## src/design/kts_pkg.sv

```systemverilog
// Shared types and constants for the keyed table search, insert and delete unit.
package kts_pkg;

  localparam int TABLE_DEPTH_DEF = 128;
  localparam int KEY_W = 32;
  localparam int VAL_W = 64;
  localparam int POS_W = 8;

  typedef enum logic [1:0] {
    OP_SEARCH = 2'd0,
    OP_INSERT = 2'd1,
    OP_DELETE = 2'd2,
    OP_NONE   = 2'd3
  } op_t;

  typedef enum logic [1:0] {
    ST_OK      = 2'd0,
    ST_MISSING = 2'd1,
    ST_EXISTS  = 2'd2,
    ST_FULL    = 2'd3
  } status_t;

  typedef enum logic {
    S_IDLE = 1'b0,
    S_EXEC = 1'b1
  } state_t;

  typedef struct packed {
    logic             cmp;
    logic             load;
    logic             shift;
    logic [KEY_W-1:0] key;
    logic [VAL_W-1:0] value;
  } cell_ctl_t;

endpackage

```

## src/design/kts_cell.sv

```systemverilog
// One table cell: holds one entry, compares it with the broadcast key and shifts from its neighbor.
module kts_cell (
  input  logic                      clk,
  input  logic                      rst_n,
  input  kts_pkg::cell_ctl_t        ctl,
  input  logic                      occ,
  input  logic [kts_pkg::KEY_W-1:0] nb_key,
  input  logic [kts_pkg::VAL_W-1:0] nb_val,
  output logic [kts_pkg::KEY_W-1:0] key_q,
  output logic [kts_pkg::VAL_W-1:0] val_q,
  output logic                      match_q
);
  import kts_pkg::*;

  logic [KEY_W-1:0] key_r;
  logic [VAL_W-1:0] val_r;
  logic             match_r;

  always_ff @(posedge clk) begin
    if (ctl.load) begin
      key_r <= ctl.key;
      val_r <= ctl.value;
    end else if (ctl.shift) begin
      key_r <= nb_key;
      val_r <= nb_val;
    end
  end

  always_ff @(posedge clk) begin
    if (!rst_n) begin
      match_r <= 1'b0;
    end else if (ctl.cmp) begin
      match_r <= occ && (key_r == ctl.key);
    end
  end

  assign key_q   = key_r;
  assign val_q   = val_r;
  assign match_q = match_r;

endmodule

```

## config.mk

```make
export PLATFORM = sky130hd
export DESIGN_NAME = kts_cell
export DESIGN_NICKNAME = d
export VERILOG_FILES = /design/src/design/kts_pkg.sv /design/src/design/kts_cell.sv
export SDC_FILE = /design/constraint.sdc
export NUM_CORES = 1
export LEC_CHECK = 0
export ABC_AREA = 1
export BUFFER_PORTS_ARGS = -buffer_cell sky130_fd_sc_hd__buf_4
export CAP_MARGIN = 20
export CORE_AREA = 4 4 113 115
export CTS_CLUSTER_DIAMETER = 50
export DETAILED_ROUTE_END_ITERATION = 7
export DIE_AREA = 0 0 117 119
export PLACE_DENSITY = 0.75
export SKIP_CTS_REPAIR_TIMING = 1
export SLEW_MARGIN = 5
export SYNTH_ARGS = -nofsm -noshare
export SYNTH_HDL_FRONTEND = slang
export SYNTH_SLANG_ARGS = --single-unit
```

## constraint.sdc

```tcl
create_clock -name clk -period 3.3 [get_ports clk]
set_clock_uncertainty 0.1 [all_clocks]
set_input_delay 0.495 -clock clk [delete_from_list [all_inputs] [get_ports clk]]
set_output_delay 0.495 -clock clk [all_outputs]
set_load 0.05 [all_outputs]
```

# --- After elaboration in Yosys (flattened, before gate mapping) ---
# Index checks and enable logic that the tools add are counted.
word_totals:
  mem_bits_rw: 0
  register_bits: 97
  latchBits: 0
  out_inout_bits: 97
  mem_count: 0
  rom_bits: 0
classes:
  n_div: 0
  n_shift: 0
  magnitude_cmp: 0
  addsub: 0
  mux: 4
  eq_ne: 1
  mul: 0
  bitwise: 0
  n_reduce_logical: 2
ops:
  columns: ["operator", "count"]
  rows:
  - ["2-to-1 mux 64 bit", 2]
  - ["2-to-1 mux 32 bit", 2]
  - ["== test 32 bit", 1]
  - ["nonzero test 2 bit", 1]
  - ["logical AND 1 bit", 1]

# --- Longest topological paths before layout ---
# Gate-level depths: netlist of run 1.
logic_depth:
  word_depth: 2
  depth_mapped: 10
  depth_no_buf: 10

# --- Least setup slack after synthesis of run 1 ---
# OpenSTA, ideal clock, no wires.
synth_timing:
  path_kind: "input to register"
  from: "in ctl[97] in the netlist's numbering"
  to: "reg key_r[0] (netlist: key_q[0]), enable pin"
  cell_stages: 3
  arrival_ns: 2.026
  setup_ns: 0.414
  required_ns: 2.786
  setup_slack_ns: 0.760
  cell_sequence: "buf_2 buf_2 or2_2"
synth_between:
  elab_chain_cells: 1
synth_rtl:
  columns: ["item", "line", "source"]
  rows:
  - ["start: declaration", "kts_cell.sv:5", "input kts_pkg::cell_ctl_t ctl,"]
  - ["nonzero test 2 bit (no source line)", null, null]
  - ["end signal: assignment", "kts_cell.sv:21", "key_r <= ctl.key;"]
  - ["end signal: assignment", "kts_cell.sv:24", "key_r <= nb_key;"]
  - ["end: declaration", "kts_cell.sv:15", "logic [KEY_W-1:0] key_r;"]
# Every way passes these cells.
# A chain may end at the register's enable or synchronous reset.

# --- Worst setup path after layout of run 1 ---
layout_timing:
  from: "reg key_r[3] (netlist: key_q[3])"
  to: "out key_q[3] in the netlist's numbering"
layout_rtl:
  columns: ["item", "line", "source"]
  rows:
  - ["end: declaration", "kts_cell.sv:9", "output logic [kts_pkg::KEY_W-1:0] key_q,"]
# No word-level cell between the ends.

==> results of run 1 <==
-- registers in the layout, summed over array words and instances, names as in the netlist --
signal / cells
key_q: 32
match_q: 1
val_q: 64
-- cell families after synthesis --
logic type	count (synthesis)	synth area share, %
compound gates	24	2.72
xor+xnor	9	1.69
buf+inv	64	5.75
flops	97	62.4
simple gates	332	27.5
-- metrics by stage --
| step | hold WS, ns | util, % | cell area, um2 |
|---|---|---|---|
| 5_1_grt | 0.283 | 61.4 | 7260 |
| 3_5_place_dp | 0.379 | 59.2 | 6990 |
| 6_report | 0.292 | 61.4 | 7260 |
| 3_3_place_gp | 0.369 | 59.2 | 6990 |
| 4_1_cts | 0.282 | 61.4 | 7260 |
| 2_1_floorplan | 0.517 | - | 4650 |
-- cell usage in the layout (no fill, tap or decap), drive strengths merged --
cell      synthesis  routed
clkinvlp          0       2
clkinv            0       4
clkbuf            5      10
or2               2       2
dfxtp             1       1
buf              16     299
nand3             4       4
edfxtp           96      96
nor2             16      16
nand4             4       4
o21ai            21      21
inv              43      42
xnor2             7       7
o22ai             2       2
xor2              2       2
a21oi             1       1
nand2           306     306
-- final cells by class --
type | count | area share (%)
multi-input cells | 365 | 20.5
clock inverters | 5 | 0.466
repair buffers | 299 | 31.1
clock buffers | 10 | 3.16
inverters | 43 | 2.24
flip-flops and latches | 97 | 40.0
well taps | 147 | 2.53
-- layer usage --
| layer | vias to the layer above | routed length (um) |
|---|---|---|
| met5 | - | 0 |
| met3 | 36 | 1280 |
| met2 | 217 | 7310 |
| met4 | 0 | 471 |
| li1 | 2230 | - |
| met1 | 2020 | 5350 |
-- report_power, final --
group	switching [mW]	internal (mW)
registers	0.0605	1.51
clock network	0.435	0.506
logic	0.733	0.390
total	1.23	2.41
-- final timing paths --
kind,endpoint,slack (ns),depth (start not counted),from
worst max-delay path,key_q[3],1.72,1,key_q[3]$_DFFE_PP_
worst min-delay path,match_q$_SDFFE_PN0P_,0.29,3,rst_n
worst max register to register,match_q$_SDFFE_PN0P_,1.99,6,key_q[4]$_DFFE_PP_
worst min register to register,match_q$_SDFFE_PN0P_,0.39,2,match_q$_SDFFE_PN0P_
==> run summary, run 1 <==
The tree is rooted in a sky130_fd_sc_hd__clkbuf_16. The number of diodes added for antenna fixing is 0. The cell total after placement came out at 951. The number of placement rows came out at 40. Of the cells placed in the final design, the portion with a size suffix greater than 1 is 39.3%. The final-report max-slew violation count came out at 0. The wire length of the first global-routing pass is 22000 um. The HPWL after detailed placement is 11400 um. The H-tree depth is 3. Setup repair after global routing left no endpoint under its margin. Dividing the detail-routed via count by the number of cells gives 4.66. The share of synthesized area in the top cell type comes to 61.9%. The netlist area before placement came out at 4650 um2. The headroom to the max-slew limit is 52.7%. The peak supply drop came out at 314 uV.

The clock drives 97 sinks. The share of the clock period used by the worst path after layout came out at 48.0%. The maximum number of pins on one net before global-route repair is 73. The design draws 3.64 mW. The cell class contributing the biggest share of worst-path delay is flip-flops.

The clock tree from TritonCTS is built. The layer flagged by global routing as most heavily used is met2. In this run the power density over the cells is 501 nW/um2.

The sequential cell area fraction in the yosys report came out at 62.4%. The via count of the first global-routing pass came out at 4485. At the worst endpoint, the arrival time is 0.99 ns. The cell accounting for the most synthesized area is sky130_fd_sc_hd__edfxtp_1. Across the whole layout, storage elements account for 2900 um2. sky130_fd_sc_hd__nand2_1 is the most common cell in the netlist. The worst setup path is captured at an output port. At the end of routability-driven placement, the weighted congestion stood at 0.864. The total vias in the final route is 4503. The critical path required time is 2.70 ns. The buffer and inverter count on the worst path is 1. In the synthesized netlist, the cells that appear most often are 306 x sky130_fd_sc_hd__nand2_1, 96 x sky130_fd_sc_hd__edfxtp_1, 40 x sky130_fd_sc_hd__inv_1, 21 x sky130_fd_sc_hd__o21ai_0. The number of max-cap violations came out at 0.

The initial antenna violation count is 0. The count of endpoints failing setup in the final report came out at 0. After routing, the total negative slack on setup checks comes to 0 ns. Sorting the synthesized cells by area gives the leading types as sky130_fd_sc_hd__edfxtp_1 62%, sky130_fd_sc_hd__nand2_1 25%, sky130_fd_sc_hd__inv_1 3.2%. The number of enable flip-flop cells after synthesis is 96. The starting DRC count in detailed routing is 271. The Yosys warning count is 0. The signal on the critical path passes through buf_4. The post-synthesis instance total came out at 526. The setup path with the least slack is of type reg2out. The number of nets still failing antenna checks after routing came out at 0. The average size of a mapped cell is 8.85 um2. The maximum clock insertion buffer count came out at 2.

The number of inserted filler cells in the final layout came out at 1020. The number of hold violations in the final report came out at 0. The unique cell type count in the Yosys netlist is 20.

The most used flip-flop cell after synthesis is sky130_fd_sc_hd__edfxtp_1. Before antenna repair, the detailed router went through 4 iterations. The synthesis-to-layout area growth came out at 55.9%. The top achievable clock speed came out at 631 MHz. The slowest stage cell on the critical path is sky130_fd_sc_hd__edfxtp_1.

The full die area came out at 13900 um2. The source-to-sink clock delay at the later pin of the worst-skew pair is 0.33 ns. The final critical delay including setup and external delays came out at 1.58 ns. The total overflow left after global routing is 0. The clock-pin transition on the worst setup and hold timing paths came out at 0.06 ns. The total area of multi-input combinational cells came out at 1490 um2. The startpoint type of the worst setup path is a register. For met3 alone, demand over resource in global routing was 6.15%. The run finished with clean final reports. The number of nets in the layout is 1013.

The global routing met1 resource utilization came out at 24.2%. The post-synthesis async set-or-reset flop share is 0%. The initial utilization of the core area, before any placement, comes to 39.4%. The total area inside the core boundary comes to 11800 um2. The number of register bits inferred by synthesis is 97. The number of buffers inserted by port buffering is 294. The path class of the lowest-slack min-delay path is in2reg. For this run, the slowest stage of the critical path takes 0.43 ns. Global routing used 20.4% of the available tracks. The count of cells in the finished layout, fillers not included, comes to 966. The largest fanout on the critical path came out at 3.

The pin slew with the least headroom to its limit is 0.710 ns. The worst setup margin came out at 1.72 ns. Pin placement for this block handled 295 I/O pins. The worst setup slack before clock tree synthesis came out at 1.37 ns. The mean routed wirelength per cell came out at 14.9 um. The total nets after synthesis is 724. The met2 demand-to-capacity share in global routing is 34.5%.

In this run, CTS created clock tree buffers numbering 9. For this design the static power due to leakage is 3.73 nW. The wire length reported by the detailed router is 14400 um. In the routed design, unresolved DRC markers number 0. The die extent in x is 117 um. The height of the die is 119 um.
(Power assumes the default switching activity.)
==> inputs of run 2 (changes only) <==
CORE_AREA = unset   (was 4 4 113 115)
CORE_MARGIN = 4   (was unset)
CORE_UTILIZATION = 39   (was unset)
DIE_AREA = unset   (was 0 0 117 119)
PLACE_DENSITY = 0.77   (was 0.75)
clock period = 1.3 ns   (was 3.3 ns; I/O delays follow)
==> run 2 against run 1 <==
The flow now finishes with violations (setup timing). Clock-buffer cell count shrank 1. Wire length grew 1.6%. Die area shrank 1.3%. Critical path type unchanged.
==> run summary, run 2 (same netlist as run 1, synthesis figures left out) <==
The number of nets still failing antenna checks after routing came out at 0. After global routing the overflow that remains totals 0. The number of buffers inserted by port buffering is 294. The initial core utilization is 40.2%. The number of hold violations in the final report came out at 0. The number of remaining DRC errors came out at 0.

Summed over all cells, the static leakage comes to 3.83 nW. After floorplanning, the core was divided into 39 placement rows. The largest fanout on the critical path came out at 2. The number of cell instances on the worst register-to-register path is 7.

In the final design database the tool counted 1020 nets. The final critical delay including setup and external delays came out at 1.36 ns. The commonest non-fill, non-tap cell in the layout is sky130_fd_sc_hd__nand2_1.

The height of the die is 117 um. The via count of the first global-routing pass came to 4325. The number of max-cap violations came out at 0. The most critical setup path has its startpoint at key_q[16]$_DFFE_PP_. The worst pin sits at a relative slew slack of 69.1%.

The library cells used most frequently in the layout, excluding fill and tap cells, are 306 x sky130_fd_sc_hd__nand2_1, 289 x sky130_fd_sc_hd__buf_4, 96 x sky130_fd_sc_hd__edfxtp_1. The worst endpoint data arrival time came out at 1.06 ns. The first global-routing pass estimated 20900 um of wire.

Setup violations remaining at the end of the flow were counted as 3. The cell total after placement is 954. The logic gate share of total power came out at 30.9%.

The boundary pin count came out at 295. The fraction of layout instances using a drive strength above 1 is 39.8%. The flop-to-flop setup slack came out at 0.01 ns. The sequential share of power is 42.0%. The number of optimization iterations in the first detailed-route pass came out at 5. The worst setup margin came out at -0.0578 ns.

The number of diodes added for antenna fixing came out at 0. The wire length reported by the detailed router is 14600 um. The mean routed wirelength per cell is 15.1 um. The tree is rooted in a sky130_fd_sc_hd__clkbuf_16.

The switching share of total power is 33.0%. The filler cells instantiated in the layout total 982. The HPWL after detailed placement came out at 11800 um. The clock-pin transition on the worst setup and hold timing paths came out at 0.06 ns.

The H-tree depth is 3. Setup repair after global routing could not meet its margin everywhere. The worst setup path is of the reg2out kind. Adding up every negative setup slack in the final design gives -0.107 ns.

The total number of clock tree sinks is 97. Once layout is complete, the cells apart from fillers number 970. The run finished, with violations left. The full die area is 13700 um2. The maximum clock insertion buffer count is 2. The number of buffers inserted during clock tree synthesis came out at 9.

The reported net switching power came out at 3.13 mW. The startpoint type of the worst setup path is a register. The total global-route track usage is 20.2%.

The final reports fail on setup timing. The end point of the worst hold path is match_q$_SDFFE_PN0P_. The source-to-sink clock delay at the later pin of the worst-skew pair came out at 0.34 ns. Entering global routing, the biggest net connects 50 pins. The pin slew with the least headroom to its limit came out at 0.463 ns. The starting DRC count in detailed routing came out at 256. The clock network accounts for 27.1% of the total power. For this block, the via count after detailed routing is 4514. The worst register-to-register path ends at match_q$_SDFFE_PN0P_. The core region is 11600 um2. In this run the most critical hold path is launched from rst_n. The top achievable clock speed is 736 MHz. The cell depth of the worst min-delay path came out at 3.

The vias per cell is 4.65. The kind of capture point of the worst setup path is an output port. The final-report max-slew violation count came out at 0. The path class of the lowest-slack min-delay path is in2reg.

The die extent in x is 117 um. The number of flip-flops under the largest register name is 64. The initial antenna violation count is 0.

The worst register-to-register path begins at key_q[16]$_DFFE_PP_. The placer congestion estimate is 0.859. STA puts the critical path data required time at 1.00 ns.

The synthesis-to-layout area growth came out at 59.8%. The internal power came out at 6.37 mW. The clock tree from TritonCTS is built. The power density over cell area came out at 1280 nW/um2.

The worst path uses 104% of the clock period. Across the VDD grid, the largest voltage drop is 627 uV.
-- run 2: layout make-up --
class,count,area (um2),share of cell area (%)
well taps,143,179,2.41
flip-flops and latches,97,2900,39.0
multi-input cells,365,1490,20.0
inverters,43,163,2.19
clock buffers,9,225,3.03
repair buffers,306,2420,32.5
clock inverters,7,61.3,0.824
-- run 2: worst max-delay path: stages, from the launching register on --
cell and delay, ns:
sky130_fd_sc_hd__edfxtp_1 0.44, sky130_fd_sc_hd__buf_6 0.15, sky130_fd_sc_hd__buf_8 0.14
-- run 2: worst max-delay path by stage --
stage                                       to  depth (start not counted)
after floorplan             key_q[0]$_DFFE_PP_                          3
after global placement     val_q[33]$_DFFE_PP_                          4
after detailed placement   val_q[62]$_DFFE_PP_                          4
after CTS                            key_q[16]                          2
after global routing      match_q$_SDFFE_PN0P_                          7
final                                key_q[16]                          2
-- run 2: stage by stage --
stage | instance area, um2 | hold slack, ns | utilization, % | setup WS [ns] | total power [mW]
3_5_place_dp | 7090 | 0.350 | 61.3 | 0.0126 | 6.97
2_1_floorplan | 4670 | 0.217 | - | -0.341 | 5.74
4_1_cts | 7380 | -0.00566 | 63.8 | -0.104 | 9.55
3_3_place_gp | 7090 | 0.322 | 61.3 | 0.0579 | 6.91
5_1_grt | 7440 | 0.00173 | 64.3 | -0.101 | 9.91
6_report | 7440 | 0.00754 | 64.3 | -0.0578 | 9.51
-- run 2: power groups by stage --
stage / clock network [mW] / registers (mW) / logic (mW)
finish: 2.58 / 4.00 / 2.93
global route: 2.79 / 4.03 / 3.10
CTS: 2.64 / 4.00 / 2.92
detailed placement: 0 / 4.06 / 2.91
global placement: 0 / 4.03 / 2.88
floorplan: 0 / 5.25 / 0.497
-- run 2: routing by layer --
metal | wire, um | global-route usage [%] | vias to the layer above
met2 | 7670 | 35.5 | 198
met5 | 0 | 0 | -
met4 | 436 | 7.80 | 0
li1 | - | - | 2252
met1 | 5260 | 22.8 | 2033
met3 | 1280 | 6.27 | 31
==> inputs of run 3 (changes only) <==
TNS_END_PERCENT = 5   (was unset)
==> run 3 against run 2 <==
The run still ends with setup timing left. Sequential power about the same. Combinational power about the same. Clock-buffer cell count stayed put. Core utilization is 0.23 points higher. First-iteration DRC count fell by 11%. Worst setup slack improved by 0.019 ns. Sequential share of layout area fell by 0.14 points. Final cell count stayed put. Flip-flop and latch count stayed put. Total power is 2.5% higher. Critical path type unchanged. Largest cell class unchanged. Largest power group unchanged.
==> run summary, run 3 (same netlist as run 1, synthesis figures left out) <==
The worst setup margin is -0.0387 ns. Setup repair after global routing could not meet its margin everywhere. The maximum clock insertion buffer count is 2. On the final layout, the worst hold slack is 0.00385 ns.

The clock net in this run drives a total of 97 sinks. The flop-to-flop setup slack came out at 0.02 ns. The worst hold path begins at rst_n. The final instance count without filler cells came out at 970. The pin slew with the least headroom to its limit came out at 0.446 ns. The largest fanout on the critical path is 2.

The first detailed-routing pass ran for 4 iterations. Derived from the worst setup path, the maximum achievable clock frequency is 747 MHz. The register with the most flip-flops in the layout has 64 of them.

The end point of the worst hold path is match_q$_SDFFE_PN0P_. The number of cell instances on the worst register-to-register path came out at 9. Before CTS, the worst setup slack after placement is 0.0288 ns.

The vias per cell is 4.66. After layout, the minimum clock period comes to 1.34 ns. The wire length reported by the detailed router is 14600 um. In this run the critical register-to-register path is captured at match_q$_SDFFE_PN0P_. The starting DRC count in detailed routing came out at 229.

The via count of the first global-routing pass came out at 4458. The source-to-sink clock delay at the later pin of the worst-skew pair came out at 0.33 ns. In the layout the commonest cells are 306 x sky130_fd_sc_hd__nand2_1, 290 x sky130_fd_sc_hd__buf_4, 96 x sky130_fd_sc_hd__edfxtp_1. The H-tree depth is 3. The internal portion of the total power is 6.58 mW. The min-delay analysis places its worst path in the category in2reg. The region available for standard cell placement spans 11600 um2. The number of nets in the layout came out at 1020. The initial core utilization came out at 40.2%. The final-report max-slew violation count is 0. The initial antenna violation count is 0.

The first global-routing pass estimated 21300 um of wire. In this run the vertical extent of the chip is 117 um. The clock tree from TritonCTS is built. The detail route stage leaves a number of antenna-violating nets equal to 0. The placer congestion estimate is 0.859.

The number of hold violations in the final report came out at 0. The final instance area came out at 7460 um2. The tool flagged a number of max-cap violations equal to 0. The number of placement rows is 39. In this run the cell area measured after placement is 7090 um2. The clock-pin transition on the worst setup and hold timing paths came out at 0.06 ns. The commonest non-fill, non-tap cell in the layout is sky130_fd_sc_hd__nand2_1. The final total power is 9.75 mW. The count of endpoints failing setup in the final report is 4. The number of placed instances, taps included, is 954. Summed over all cells, the static leakage comes to 3.84 nW.

The number of buffers inserted during clock tree synthesis came out at 9. The share of the clock period used by the worst path after layout is 103%. Entering global routing, the biggest net connects 50 pins. The share of the core filled with cells came out at 64.5%. Across the VDD grid, the largest voltage drop is 760 uV.

The filler cells instantiated in the layout total 983. In this run the critical register-to-register path is launched from key_q[24]$_DFFE_PP_. The total vias in the final route is 4518. The HPWL after detailed placement came out at 11800 um. The worst endpoint data arrival time is 1.04 ns.

Of the total power, registers draw 41.0%. The setup total negative slack came out at -0.0940 ns. The total congestion overflow is 0. The reported net switching power came out at 3.16 mW. Net switching is 32.5% of the power. The worst hold path was traced through 3 stages.

The power share of the clock group is 29.0%. The die extent in x is 117 um. The cell sitting at the root of the clock tree is a sky130_fd_sc_hd__clkbuf_16. The share of total power dissipated in combinational logic is 30.0%. The worst pin sits at a relative slew slack of 70.3%. The critical path is of the reg2out type. The critical path required time came out at 1.00 ns.

The flow ran to the end, but the final reports show violations. The number of diodes added for antenna fixing came out at 0. The boundary pin count came out at 295. For this run, the total global-route usage over all layers was measured as 20.4%. The startpoint type of the worst setup path is a register. The fraction of layout instances using a drive strength above 1 is 40.0%. The final reports fail on setup timing. The count of buffers added on input and output ports is 294. The die covers 13700 um2. STA classifies the critical path endpoint as an output port.

The mean routed wirelength per cell came out at 15.1 um. The synthesis-to-layout area growth came out at 60.4%. The power density over cell area is 1310 nW/um2.

The number of remaining DRC errors came out at 0.
-- run 3: power groups by stage --
stage / Clock [mW] / Sequential (mW) / Combinational [mW]
3_3_place_gp: 0 / 4.03 / 2.88
4_1_cts: 2.90 / 3.99 / 2.92
3_5_place_dp: 0 / 4.06 / 2.91
6_report: 2.83 / 3.99 / 2.92
5_1_grt: 3.05 / 4.03 / 3.09
2_1_floorplan: 0 / 5.25 / 0.497
-- run 3: worst max-delay path by stage --
stage	end	start	slack (ns)
after global placement	val_q[33]$_DFFE_PP_	ctl[97]	0.06
after CTS	key_q[16]	key_q[16]$_DFFE_PP_	-0.1
after global routing	match_q$_SDFFE_PN0P_	key_q[19]$_DFFE_PP_	-0.09
final	key_q[16]	key_q[16]$_DFFE_PP_	-0.04
after floorplan	key_q[0]$_DFFE_PP_	ctl[97]	-0.34
after detailed placement	val_q[62]$_DFFE_PP_	ctl[97]	0.03
-- run 3: cell type report --
type | instances | area, um2 | share of cell area, %
Tap cell | 143 | 179 | 2.40
Inverter | 43 | 163 | 2.18
Multi-Input combinational cell | 365 | 1490 | 19.9
Sequential cell | 97 | 2900 | 38.9
Timing Repair Buffer | 306 | 2410 | 32.3
Clock inverter | 7 | 95.1 | 1.27
Clock buffer | 9 | 225 | 3.02
-- run 3: routing by layer --
layer	share of wire, %	up-vias	track usage (%)
met5	0	-	0
met4	2.6	0	7.42
met3	9.0	26	6.22
met2	53	188	36.2
met1	35	2053	23.0
li1	-	2251	-
-- run 3: critical path, stage by stage (launching register included) --
cell                       delay (ns)
sky130_fd_sc_hd__edfxtp_1        0.43
sky130_fd_sc_hd__buf_6           0.15
sky130_fd_sc_hd__buf_8           0.14
